===== src/hw/rtl/dst_pkg.sv =====
package dst_pkg;

  // Default sizes for the top level parameters.
  localparam int MAX_SLEEPERS_DEF = 16;
  localparam int TIME_BITS_DEF    = 48;

  // Operation codes on the request channel.
  localparam logic OP_TICK  = 1'b0;
  localparam logic OP_SLEEP = 1'b1;

  // Status codes on the response channel.
  localparam logic ST_WOKEN  = 1'b0;
  localparam logic ST_REJECT = 1'b1;

  // One request item.
  typedef struct packed {
    logic        op;
    logic [7:0]  task_id;
    logic [31:0] ticks;
  } req_t;

  // One response item.
  typedef struct packed {
    logic [7:0] woken_task;
    logic       status;
    logic       last;
  } rsp_t;

  // Commands from the controller to the datapath.
  typedef struct packed {
    logic insert;
    logic reject;
    logic tick;
    logic step;
    logic finish;
  } cmd_t;

  // Status from the datapath to the controller.
  typedef struct packed {
    logic full;
    logic out_free;
  } sts_t;

endpackage


===== src/hw/rtl/dst_ctrl.sv =====
module dst_ctrl #(
  parameter int MAX_SLEEPERS = dst_pkg::MAX_SLEEPERS_DEF,
  localparam int CNT_W = $clog2(MAX_SLEEPERS + 1)
) (
  input  logic               clk,
  input  logic               rst,
  input  logic               req_valid,
  output logic               req_stall,
  input  dst_pkg::req_t      req,
  input  dst_pkg::sts_t      sts,
  input  logic [CNT_W-1:0]   len,
  output dst_pkg::cmd_t      cmd
);
  import dst_pkg::*;

  typedef enum logic {
    IDLE,
    SCAN
  } state_t;

  state_t           state;
  logic [CNT_W-1:0] steps;

  // Decode the request and sequence the scan.
  always_comb begin
    cmd       = '0;
    req_stall = 1'b1;
    case (state)
      IDLE: begin
        req_stall = !sts.out_free;
        if (req_valid && sts.out_free) begin
          if (req.op == OP_TICK) begin
            cmd.tick = 1'b1;
          end else if (req.ticks != 32'd0) begin
            if (sts.full) begin
              cmd.reject = 1'b1;
            end else begin
              cmd.insert = 1'b1;
            end
          end
        end
      end
      SCAN: begin
        if (sts.out_free) begin
          if (steps == '0) begin
            cmd.finish = 1'b1;
          end else begin
            cmd.step = 1'b1;
          end
        end
      end
      default: begin
        cmd       = '0;
        req_stall = 1'b1;
      end
    endcase
  end

  // State and remaining scan count.
  always_ff @(posedge clk) begin
    if (rst) begin
      state <= IDLE;
      steps <= '0;
    end else begin
      case (state)
        IDLE: begin
          if (cmd.tick) begin
            state <= SCAN;
            steps <= len;
          end
        end
        SCAN: begin
          if (cmd.finish) begin
            state <= IDLE;
          end else if (cmd.step) begin
            steps <= steps - 1'b1;
          end
        end
        default: begin
          state <= IDLE;
        end
      endcase
    end
  end

endmodule


===== src/hw/rtl/dst_datapath.sv =====
module dst_datapath #(
  parameter int MAX_SLEEPERS = dst_pkg::MAX_SLEEPERS_DEF,
  parameter int TIME_BITS    = dst_pkg::TIME_BITS_DEF,
  localparam int CNT_W = $clog2(MAX_SLEEPERS + 1)
) (
  input  logic             clk,
  input  logic             rst,
  input  dst_pkg::req_t    req,
  input  dst_pkg::cmd_t    cmd,
  output dst_pkg::sts_t    sts,
  output logic [CNT_W-1:0] len,
  output logic             rsp_valid,
  input  logic             rsp_stall,
  output dst_pkg::rsp_t    rsp
);
  import dst_pkg::*;

  localparam logic [TIME_BITS-1:0] TIME_MAX = {TIME_BITS{1'b1}};

  // Table kept as a queue: slot 0 is the head, len slots are occupied.
  logic [7:0]           slot_task     [MAX_SLEEPERS];
  logic [TIME_BITS-1:0] slot_deadline [MAX_SLEEPERS];
  logic [TIME_BITS-1:0] now_count;
  logic                 pend_valid;
  logic [7:0]           pend_task;

  logic [TIME_BITS:0]   dl_sum;
  logic [TIME_BITS-1:0] deadline;
  logic                 head_due;
  logic                 push;
  rsp_t                 push_item;

  // Saturating deadline for a new sleeper.
  assign dl_sum   = {1'b0, now_count} + {{(TIME_BITS - 31){1'b0}}, req.ticks};
  assign deadline = dl_sum[TIME_BITS] ? TIME_MAX : dl_sum[TIME_BITS-1:0];

  assign head_due = slot_deadline[0] <= now_count;

  assign sts.full     = len == CNT_W'(MAX_SLEEPERS);
  assign sts.out_free = !rsp_valid || !rsp_stall;

  // Select what goes into the output register this cycle.
  always_comb begin
    push      = 1'b0;
    push_item = '0;
    if (cmd.reject) begin
      push                 = 1'b1;
      push_item.woken_task = req.task_id;
      push_item.status     = ST_REJECT;
      push_item.last       = 1'b1;
    end else if (cmd.step && head_due && pend_valid) begin
      push                 = 1'b1;
      push_item.woken_task = pend_task;
      push_item.status     = ST_WOKEN;
      push_item.last       = 1'b0;
    end else if (cmd.finish && pend_valid) begin
      push                 = 1'b1;
      push_item.woken_task = pend_task;
      push_item.status     = ST_WOKEN;
      push_item.last       = 1'b1;
    end
  end

  // Control registers: fill count, tick count, pending and output flags.
  always_ff @(posedge clk) begin
    if (rst) begin
      len        <= '0;
      now_count  <= '0;
      pend_valid <= 1'b0;
      rsp_valid  <= 1'b0;
    end else begin
      if (cmd.insert) begin
        len <= len + 1'b1;
      end else if (cmd.step && head_due) begin
        len <= len - 1'b1;
      end
      if (cmd.tick && now_count != TIME_MAX) begin
        now_count <= now_count + 1'b1;
      end
      if (cmd.step && head_due) begin
        pend_valid <= 1'b1;
      end else if (cmd.finish) begin
        pend_valid <= 1'b0;
      end
      if (push) begin
        rsp_valid <= 1'b1;
      end else if (!rsp_stall) begin
        rsp_valid <= 1'b0;
      end
    end
  end

  // Payload registers.
  always_ff @(posedge clk) begin
    if (push) begin
      rsp <= push_item;
    end
    if (cmd.step && head_due) begin
      pend_task <= slot_task[0];
    end
  end

  // Table shifts: insert at the head, or pop the head and requeue it at
  // the tail when it is not yet due.
  for (genvar i = 0; i < MAX_SLEEPERS; i++) begin : g_slot
    always_ff @(posedge clk) begin
      if (cmd.insert) begin
        if (i == 0) begin
          slot_task[i]     <= req.task_id;
          slot_deadline[i] <= deadline;
        end else begin
          slot_task[i]     <= slot_task[(i > 0) ? i - 1 : 0];
          slot_deadline[i] <= slot_deadline[(i > 0) ? i - 1 : 0];
        end
      end else if (cmd.step) begin
        if (!head_due && CNT_W'(i) == len - 1'b1) begin
          slot_task[i]     <= slot_task[0];
          slot_deadline[i] <= slot_deadline[0];
        end else if (i < MAX_SLEEPERS - 1) begin
          slot_task[i]     <= slot_task[(i < MAX_SLEEPERS - 1) ? i + 1 : i];
          slot_deadline[i] <= slot_deadline[(i < MAX_SLEEPERS - 1) ? i + 1 : i];
        end
      end
    end
  end

endmodule


===== src/hw/rtl/deadline_sleep_table.sv =====
// Sleep table with a saturating tick counter. A sleep request with nonzero
// ticks stores the task with deadline now plus ticks; when the table is full
// it returns one response with the reject status. A tick request advances
// the count, then scans the occupied slots one per cycle, while the response
// side does not stall, through a single deadline compare. Woken tasks come
// out newest first, and the final response of a tick carries last.
module deadline_sleep_table #(
  parameter int MAX_SLEEPERS = dst_pkg::MAX_SLEEPERS_DEF,
  parameter int TIME_BITS    = dst_pkg::TIME_BITS_DEF
) (
  input  logic          clk,
  input  logic          rst,
  input  logic          req_valid,
  output logic          req_stall,
  input  dst_pkg::req_t req,
  output logic          rsp_valid,
  input  logic          rsp_stall,
  output dst_pkg::rsp_t rsp
);
  import dst_pkg::*;

  localparam int CNT_W = $clog2(MAX_SLEEPERS + 1);

  cmd_t             cmd;
  sts_t             sts;
  logic [CNT_W-1:0] len;

  dst_ctrl #(
    .MAX_SLEEPERS(MAX_SLEEPERS)
  ) u_ctrl (
    .clk       (clk),
    .rst       (rst),
    .req_valid (req_valid),
    .req_stall (req_stall),
    .req       (req),
    .sts       (sts),
    .len       (len),
    .cmd       (cmd)
  );

  dst_datapath #(
    .MAX_SLEEPERS(MAX_SLEEPERS),
    .TIME_BITS   (TIME_BITS)
  ) u_datapath (
    .clk       (clk),
    .rst       (rst),
    .req       (req),
    .cmd       (cmd),
    .sts       (sts),
    .len       (len),
    .rsp_valid (rsp_valid),
    .rsp_stall (rsp_stall),
    .rsp       (rsp)
  );

endmodule


===== config.mk =====
export PLATFORM = sky130hd
export DESIGN_NAME = deadline_sleep_table
export DESIGN_NICKNAME = d
export VERILOG_FILES = /design/src/hw/rtl/dst_pkg.sv /design/src/hw/rtl/dst_ctrl.sv /design/src/hw/rtl/dst_datapath.sv /design/src/hw/rtl/deadline_sleep_table.sv
export SDC_FILE = /design/constraint.sdc
export NUM_CORES = 2
export LEC_CHECK = 0
export ABC_AREA = 1
export BUFFER_PORTS_ARGS = -buffer_cell sky130_fd_sc_hd__buf_2
export CAP_MARGIN = 20
export CELL_PAD_IN_SITES_DETAIL_PLACEMENT = 0
export CELL_PAD_IN_SITES_GLOBAL_PLACEMENT = 2
export CORE_AREA = 2 2 367 369
export CTS_CLUSTER_DIAMETER = 100
export CTS_CLUSTER_SIZE = 24
export DETAILED_ROUTE_END_ITERATION = 10
export DIE_AREA = 0 0 369 371
export GPL_TIMING_DRIVEN = 0
export PLACE_DENSITY_LB_ADDON = 0.05
export REMOVE_ABC_BUFFERS = 1
export SYNTH_ARGS = -nofsm -noshare
export SYNTH_HDL_FRONTEND = slang
export SYNTH_SLANG_ARGS = --single-unit

===== constraint.sdc =====
create_clock -name clk -period 26.3 [get_ports clk]
set_clock_uncertainty 0.05 [all_clocks]
set_input_delay 0 -clock clk [delete_from_list [all_inputs] [get_ports clk]]
set_output_delay 0 -clock clk [all_outputs]
set_load 0.02 [all_outputs]

* Word level (Yosys, flattened, before mapping)
Memory sizes are Yosys's and may differ from the RTL's.
Index checks and enable logic that the tools add are counted.
** Storage, ports and cells
- Register bits after elaboration :: 79
- Bits in writable memories :: 896
- Input port bits :: 45
- Output and inout bits :: 12
- Word-level logic and storage cells :: 354
- Memories :: 2
** Memories
- u_datapath.slot_deadline :: words 16, bits a word 48, rd ports 16, clocked after memory_dff 0, wr ports 16, RTL line dst_datapath.sv:22 : logic [TIME_BITS-1:0] slot_deadline [MAX_SLEEPERS];
- u_datapath.slot_task :: words 16, bits a word 8, rd ports 16, clocked after memory_dff 0, wr ports 16, RTL line dst_datapath.sv:21 : logic [7:0] slot_task [MAX_SLEEPERS];
** Operators by class
- Add/subtract/negate cells :: 5
- Magnitude comparators :: 1
- Eq/ne operators :: 21
- Muxes and demuxes :: 220
- Bitwise logic cells :: 63
- Reductions and logical operators :: 32
** Operators with widths (number)
- 48-bit 2-to-1 mux :: 32
- 8-bit 2-to-1 mux :: 31
- 1-bit 2-to-1 mux :: 141
- 1-bit OR :: 62
- 48-bit by 32-bit adder with 49-bit output :: 1
- 48-bit by 1-bit adder with 48-bit output, second input constant :: 1
- 48-bit <= comparator :: 1
- 48-bit != test, second input constant :: 1
- 4-bit by 5-bit equality test with 1-bit output, first input constant :: 8
- 32-bit nonzero test :: 1
- 10-bit 2-to-1 mux :: 3
- 5-bit 2-to-1 mux :: 5
- 1-bit logical AND :: 21
- 3-bit by 5-bit equality test with 1-bit output, first input constant :: 4
- 2-bit by 5-bit equality test with 1-bit output, first input constant :: 2
- 5-bit logical NOT :: 2
- 5-bit one-hot mux with 2 select lines :: 1
- 5-bit by 1-bit subtractor with 5-bit output, second input constant :: 2
- 2-bit 2-to-1 mux :: 4
- 3-bit 2-to-1 mux :: 2
- 2-bit by 1-bit != test with 1-bit output, second input constant :: 3
- 5-bit by 1-bit adder with 5-bit output, second input constant :: 1
- 1-bit by 5-bit equality test with 1-bit output, first input constant :: 1
- 5-bit equality test, second input constant :: 1
- other kinds (7) :: 11

* Logic depth before layout (Yosys ltp)
- Depth after elaboration :: 10
- Depth in mapped cells :: 22
- Mapped depth without buffers :: 19

* Modules after synthesis
A second synthesis with hierarchy kept.
** Unflattened totals
- Cells, all modules :: 6279
- Area, all modules :: 53094.7 sq um
** By module, submodules not included
- dst_datapath :: instances 1, cells an instance 6181, area an instance 52566.7 sq um, sequential area each 28547.4 sq um
- dst_ctrl :: instances 1, cells an instance 98, area an instance 528.0 sq um, sequential area each 120.1 sq um

* Worst setup path after synthesis
Ideal clock, no wire load.
- Kind :: register to register
- From :: reg u_ctrl.steps[0]
- To :: mem u_datapath.slot_deadline[10][0] (netlist name) (enable)
- Setup time :: 5.053 ns
- Arrival time :: 13.226 ns
- Required time :: 21.197 ns
- Slack :: 7.971 ns
- Stages on the path, launching flop included :: 12
- Path buffers :: 2
- Period minus slack after synthesis :: 18.329 ns
- Path through :: dfxtp_1 inv_1 ha_1 nand2_1 nor2_1 nand2_1 nand2_1 nor2_1 inv_1 buf_2 clkbuf_1 nand2_1
** RTL lines
- start: declaration :: RTL line dst_ctrl.sv:22 : logic [CNT_W-1:0] steps;
- start signal: assignment :: RTL line dst_ctrl.sv:69 : steps <= len;
- start signal: assignment :: RTL line dst_ctrl.sv:76 : steps <= steps - 1'b1;
- end: declaration :: RTL line dst_datapath.sv:22

==> run_results.csv <==
group,metric,value,unit
outcome,status,"finished clean",
die,dieArea,137000,µm²
timing,finalSetupViolations,0,
placed_design,place_congestion,0.923,
routing,via_per_inst,5.79,
min_path,holdPathStages,5,
routing,wl_per_cell,24.9,µm
setup_path,start_kind,"flip-flop",
setup_path,slowest_stage,"nor3_2",
synth,synthSimpleGateAreaFrac,34.6,%
timing,min_period,7.26,ns
pwr,peakVddDrop,0.0514,mV
die,initial_core_util,39.8,%
setup_path,critical_path_buf_inv_count,12,
cells_and_area,utilization,43.2,%
setup_path,path_common_cell,"buf_12",
setup_path,path_cells,"inv_1, ha_1, nand2_1, nor2_1, nand2_1, nand2_1, nor2_4, buf_12, buf_12, buf_12, buf_12, buf_12, inv_8, buf_16, buf_16, nor3_2, buf_6, buf_6, nand2_4, nand2_4, buf_16",
cts,post_cts_buffers,0,
cells_and_area,drive_above_1_share,4.75,%
timing,fmax,138,MHz
die,die_h,371,µm
global_routing,grt.overflow.total,0,
pwr,power.density,62.1,nW/µm²
setup_path,r2r_slack,19.04,ns
setup_path,timing.rr.end,"u_datapath.slot_deadline[15][9]",
synth,synthXorXnorAreaFrac,0.878,%
global_routing,grt_pass1_wl,287000,µm
min_path,hold_end,"u_datapath.slot_deadline[0][4]",
cells_and_area,fillers,13300,
cts,numCtsBuffers,50,
cts,clock_latency,0.70,ns
placed_design,numPortBuffers,56,
routing,ant_nets,0,
synth,synth-edff-count,914,
timing,period_share,27.6,%
global_routing,grt_pass1_vias,42200,
timing,rsz0062_at_grt,"no",
cells_and_area,diodes,0,
synth,synth_top_cells_by_area,"edfxtp_1 (52%), nand3_1 (16%), nand2_1 (15%)",
die,ios,57,
synth,synth_area_per_cell,8.53,µm²
routing,drt_pass1_iterations,6,
synth,synth_compound_area_share,2.42,%
synth,netlist.area_leader.share,51.9,%
global_routing,antenna_found_initial,1,
synth,synth_fa_ha_area_share,2.12,%
cts,cts_tree,"yes",
setup_path,endpoint_kind,"flip-flop",
routing,drc,0,
setup_path,r2r_start,"u_ctrl.steps[0]",
synth,async_flop_share,0,%
setup_path,max_stage_delay,0.74,ns
die,die_x,369,µm
routing,vias,45000,
synth,synth_cells,6194,
setup_path,crit_arrival,7.56,ns
cts,clk_pin_slew_worst_paths,0.10,ns
global_routing,grt_usage,27.7,%
cts,clock_path_buffers,3,
cts,cts-htree-levels,2,
setup_path,crit_required,26.60,ns
die,core,133000,µm²
placed_design,dp_hpwl,123000,µm
min_path,hp-class,"primary input to flip-flop",
cts,root_buffer,"clkbuf_16",
synth,yosys_warnings,0,
cells_and_area,area_growth,8.52,%
timing,tns,0,ns
routing,wl,194000,µm
setup_path,rr_worst_depth,21,
synth,yosysSeqAreaShare,54.2,%
timing,worst_pin_slew,1.14,ns
timing,whs,0.0530,ns
setup_path,path_class,"flip-flop to flip-flop",
global_routing,grt_max_degree,148,
flow_run,maxCapViolations,0,
timing,final_max_slew_viol_count,0,
synth,synthMuxAreaShare,0,%
synth,synth_flop_cell,"edfxtp_1",
setup_path,cp_max_fo,120,
min_path,hp-start,"req[4]",
setup_path,critPathTopFamily,"buffers and inverters",
synth,synth_top_family_by_area,"simple AND/OR/NAND/NOR gates",
timing,finalHoldViolations,0,
cts,cts_resized,0,
synth,syn_area,52900,µm²
timing,maxSlewHeadroom,24.0,%
cts,clock_sinks,975,
cells_and_area,nets,6096,
routing,drtIter0Drc,4998,
die,placementRows,134,
synth,ys_seq_elements,975,
synth,yosys.area.top_type,"edfxtp_1",
pwr,power.leakage,21.6,nW
synth,ys_types,47,
[sequential cells by signal, indices dropped and copies added, names as in the netlist]
signal and count:
u_ctrl.steps 5, u_datapath.pend_valid 1, u_datapath.pend_task 8, u_datapath.rsp_valid 1
u_ctrl.state 1, u_datapath.slot_task 128, u_datapath.rsp 10, u_datapath.slot_deadline 768
u_datapath.now_count 48, u_datapath.len 5
[routing by layer]
metal / track usage (%) / wire (µm)
met1: 41.2 / 89700
met5: 0 / 0
met4: 5.24 / 3620
met2: 44.0 / 88800
met3: 2.77 / 11400
[worst register-to-register path, delay by kind of cell (launching register included)]
family / cells / cell delay (ns)
simple gates: 8 / 3.12
buf+inv: 12 / 3.10
fa+ha+maj: 1 / 0.21
flops: 1 / 0.34
[through the flow]
stage | instances | instance area [µm²] | worst slack (ns) | total power [W]
after floorplan | 5730 | 50500 | -100.05 | 0.00254
after global placement | 7554 | 53000 | -293.65 | 0.00285
after detailed placement | 7661 | 55600 | 19.08 | 0.00263
after CTS | 7770 | 57300 | 19.06 | 0.00359
after global routing | 7771 | 57400 | 18.83 | 0.00371
final | 7771 | 57400 | 19.04 | 0.00356
[where the power goes]
group / leakage, nW / internal, W / total, W / switching [W]
Sequential: 9.08 / 0.00193 / 0.00205 / 0.000125
Clock: 0.759 / 0.000399 / 0.000967 / 0.000567
Combinational: 11.8 / 0.000184 / 0.000542 / 0.000358
[repair_timing]
action	CTS	global route
hold endpoints to repair	54	0
hold buffers	16	0
setup endpoints to repair	0	0
[Yosys cell counts, types with 3 or more instances]
cell      count
buf_6        26
nor2_1      190
edfxtp_1    914
nand2_2       4
xnor2_1       6
buf_4        68
a31oi_1       4
o21ai_0      99
dfxtp_1      61
nand3_1    1722
o21bai_1      5
a21o_1        3
nor3_1       45
xor2_1       47
nand2_4       4
nor2_2        3
inv_2         5
ha_1         88
inv_1       174
nor4_1       15
a211oi_1      3
a21oi_1     123
buf_2       135
clkbuf_1    233
nand2_1    2105
nand4_1      85
[how the worst max path moves through the flow]
| stage | endpoint | startpoint | slack (ns) | depth (start not counted) |
|---|---|---|---|---|
| floorplan | u_datapath.slot_deadline[10][0] | u_ctrl.steps[0] | -100.05 | 9 |
| global placement | u_datapath.slot_deadline[6][9] | u_ctrl.steps[0] | -293.65 | 9 |
| detailed placement | u_datapath.slot_deadline[15][6] | u_ctrl.steps[0] | 19.08 | 21 |
| CTS | u_datapath.slot_deadline[15][13] | u_ctrl.steps[0] | 19.06 | 21 |
| global route | u_datapath.slot_deadline[15][13] | u_ctrl.steps[0] | 18.83 | 21 |
| finish | u_datapath.slot_deadline[15][9] | u_ctrl.steps[0] | 19.04 | 21 |
[cell families (layout without fill, tap and decap cells)]
group / after synthesis / after routing
flip-flops: 975 / 975
adder cells (fa/ha/maj): 89 / 89
buffers and inverters: 645 / 454
AND/OR/NAND/NOR: 4187 / 4187
XOR/XNOR: 53 / 53
AO/OA/AOI/OAI: 245 / 245
[layout by cell type (no fill, tap or decap), types with 3 or more instances in the layout]
master            n
a211oi_1          3
a21o_1            3
a21oi_1         123
a31oi_1           4
buf_12           53
buf_16           44
buf_2            58
buf_6             8
clkbuf_1         26
clkbuf_16        52
clkinv_4          3
dfxtp_1          61
dlygate4sd3_1    16
edfxtp_1        914
ha_1             88
inv_1           173
inv_2             5
inv_6             4
inv_8             3
nand2_1        2088
nand2_4          23
nand3_1        1722
nand4_1          85
nor2_1          179
nor2_4           14
nor3_1           44
nor4_1           15
o21ai_0          99
o21bai_1          5
xnor2_1           6
xor2_1           47
[layout make-up]
class	count	area (µm²)	share of cell area (%)
inverters	181	694	1.21
flip-flops and latches	975	28700	50.0
repair buffers	180	2830	4.93
clock buffers	78	1400	2.44
multi-input cells	4574	21400	37.3
clock inverters	15	184	0.321
well taps	1768	2210	3.86
(Power assumes the default switching activity.)
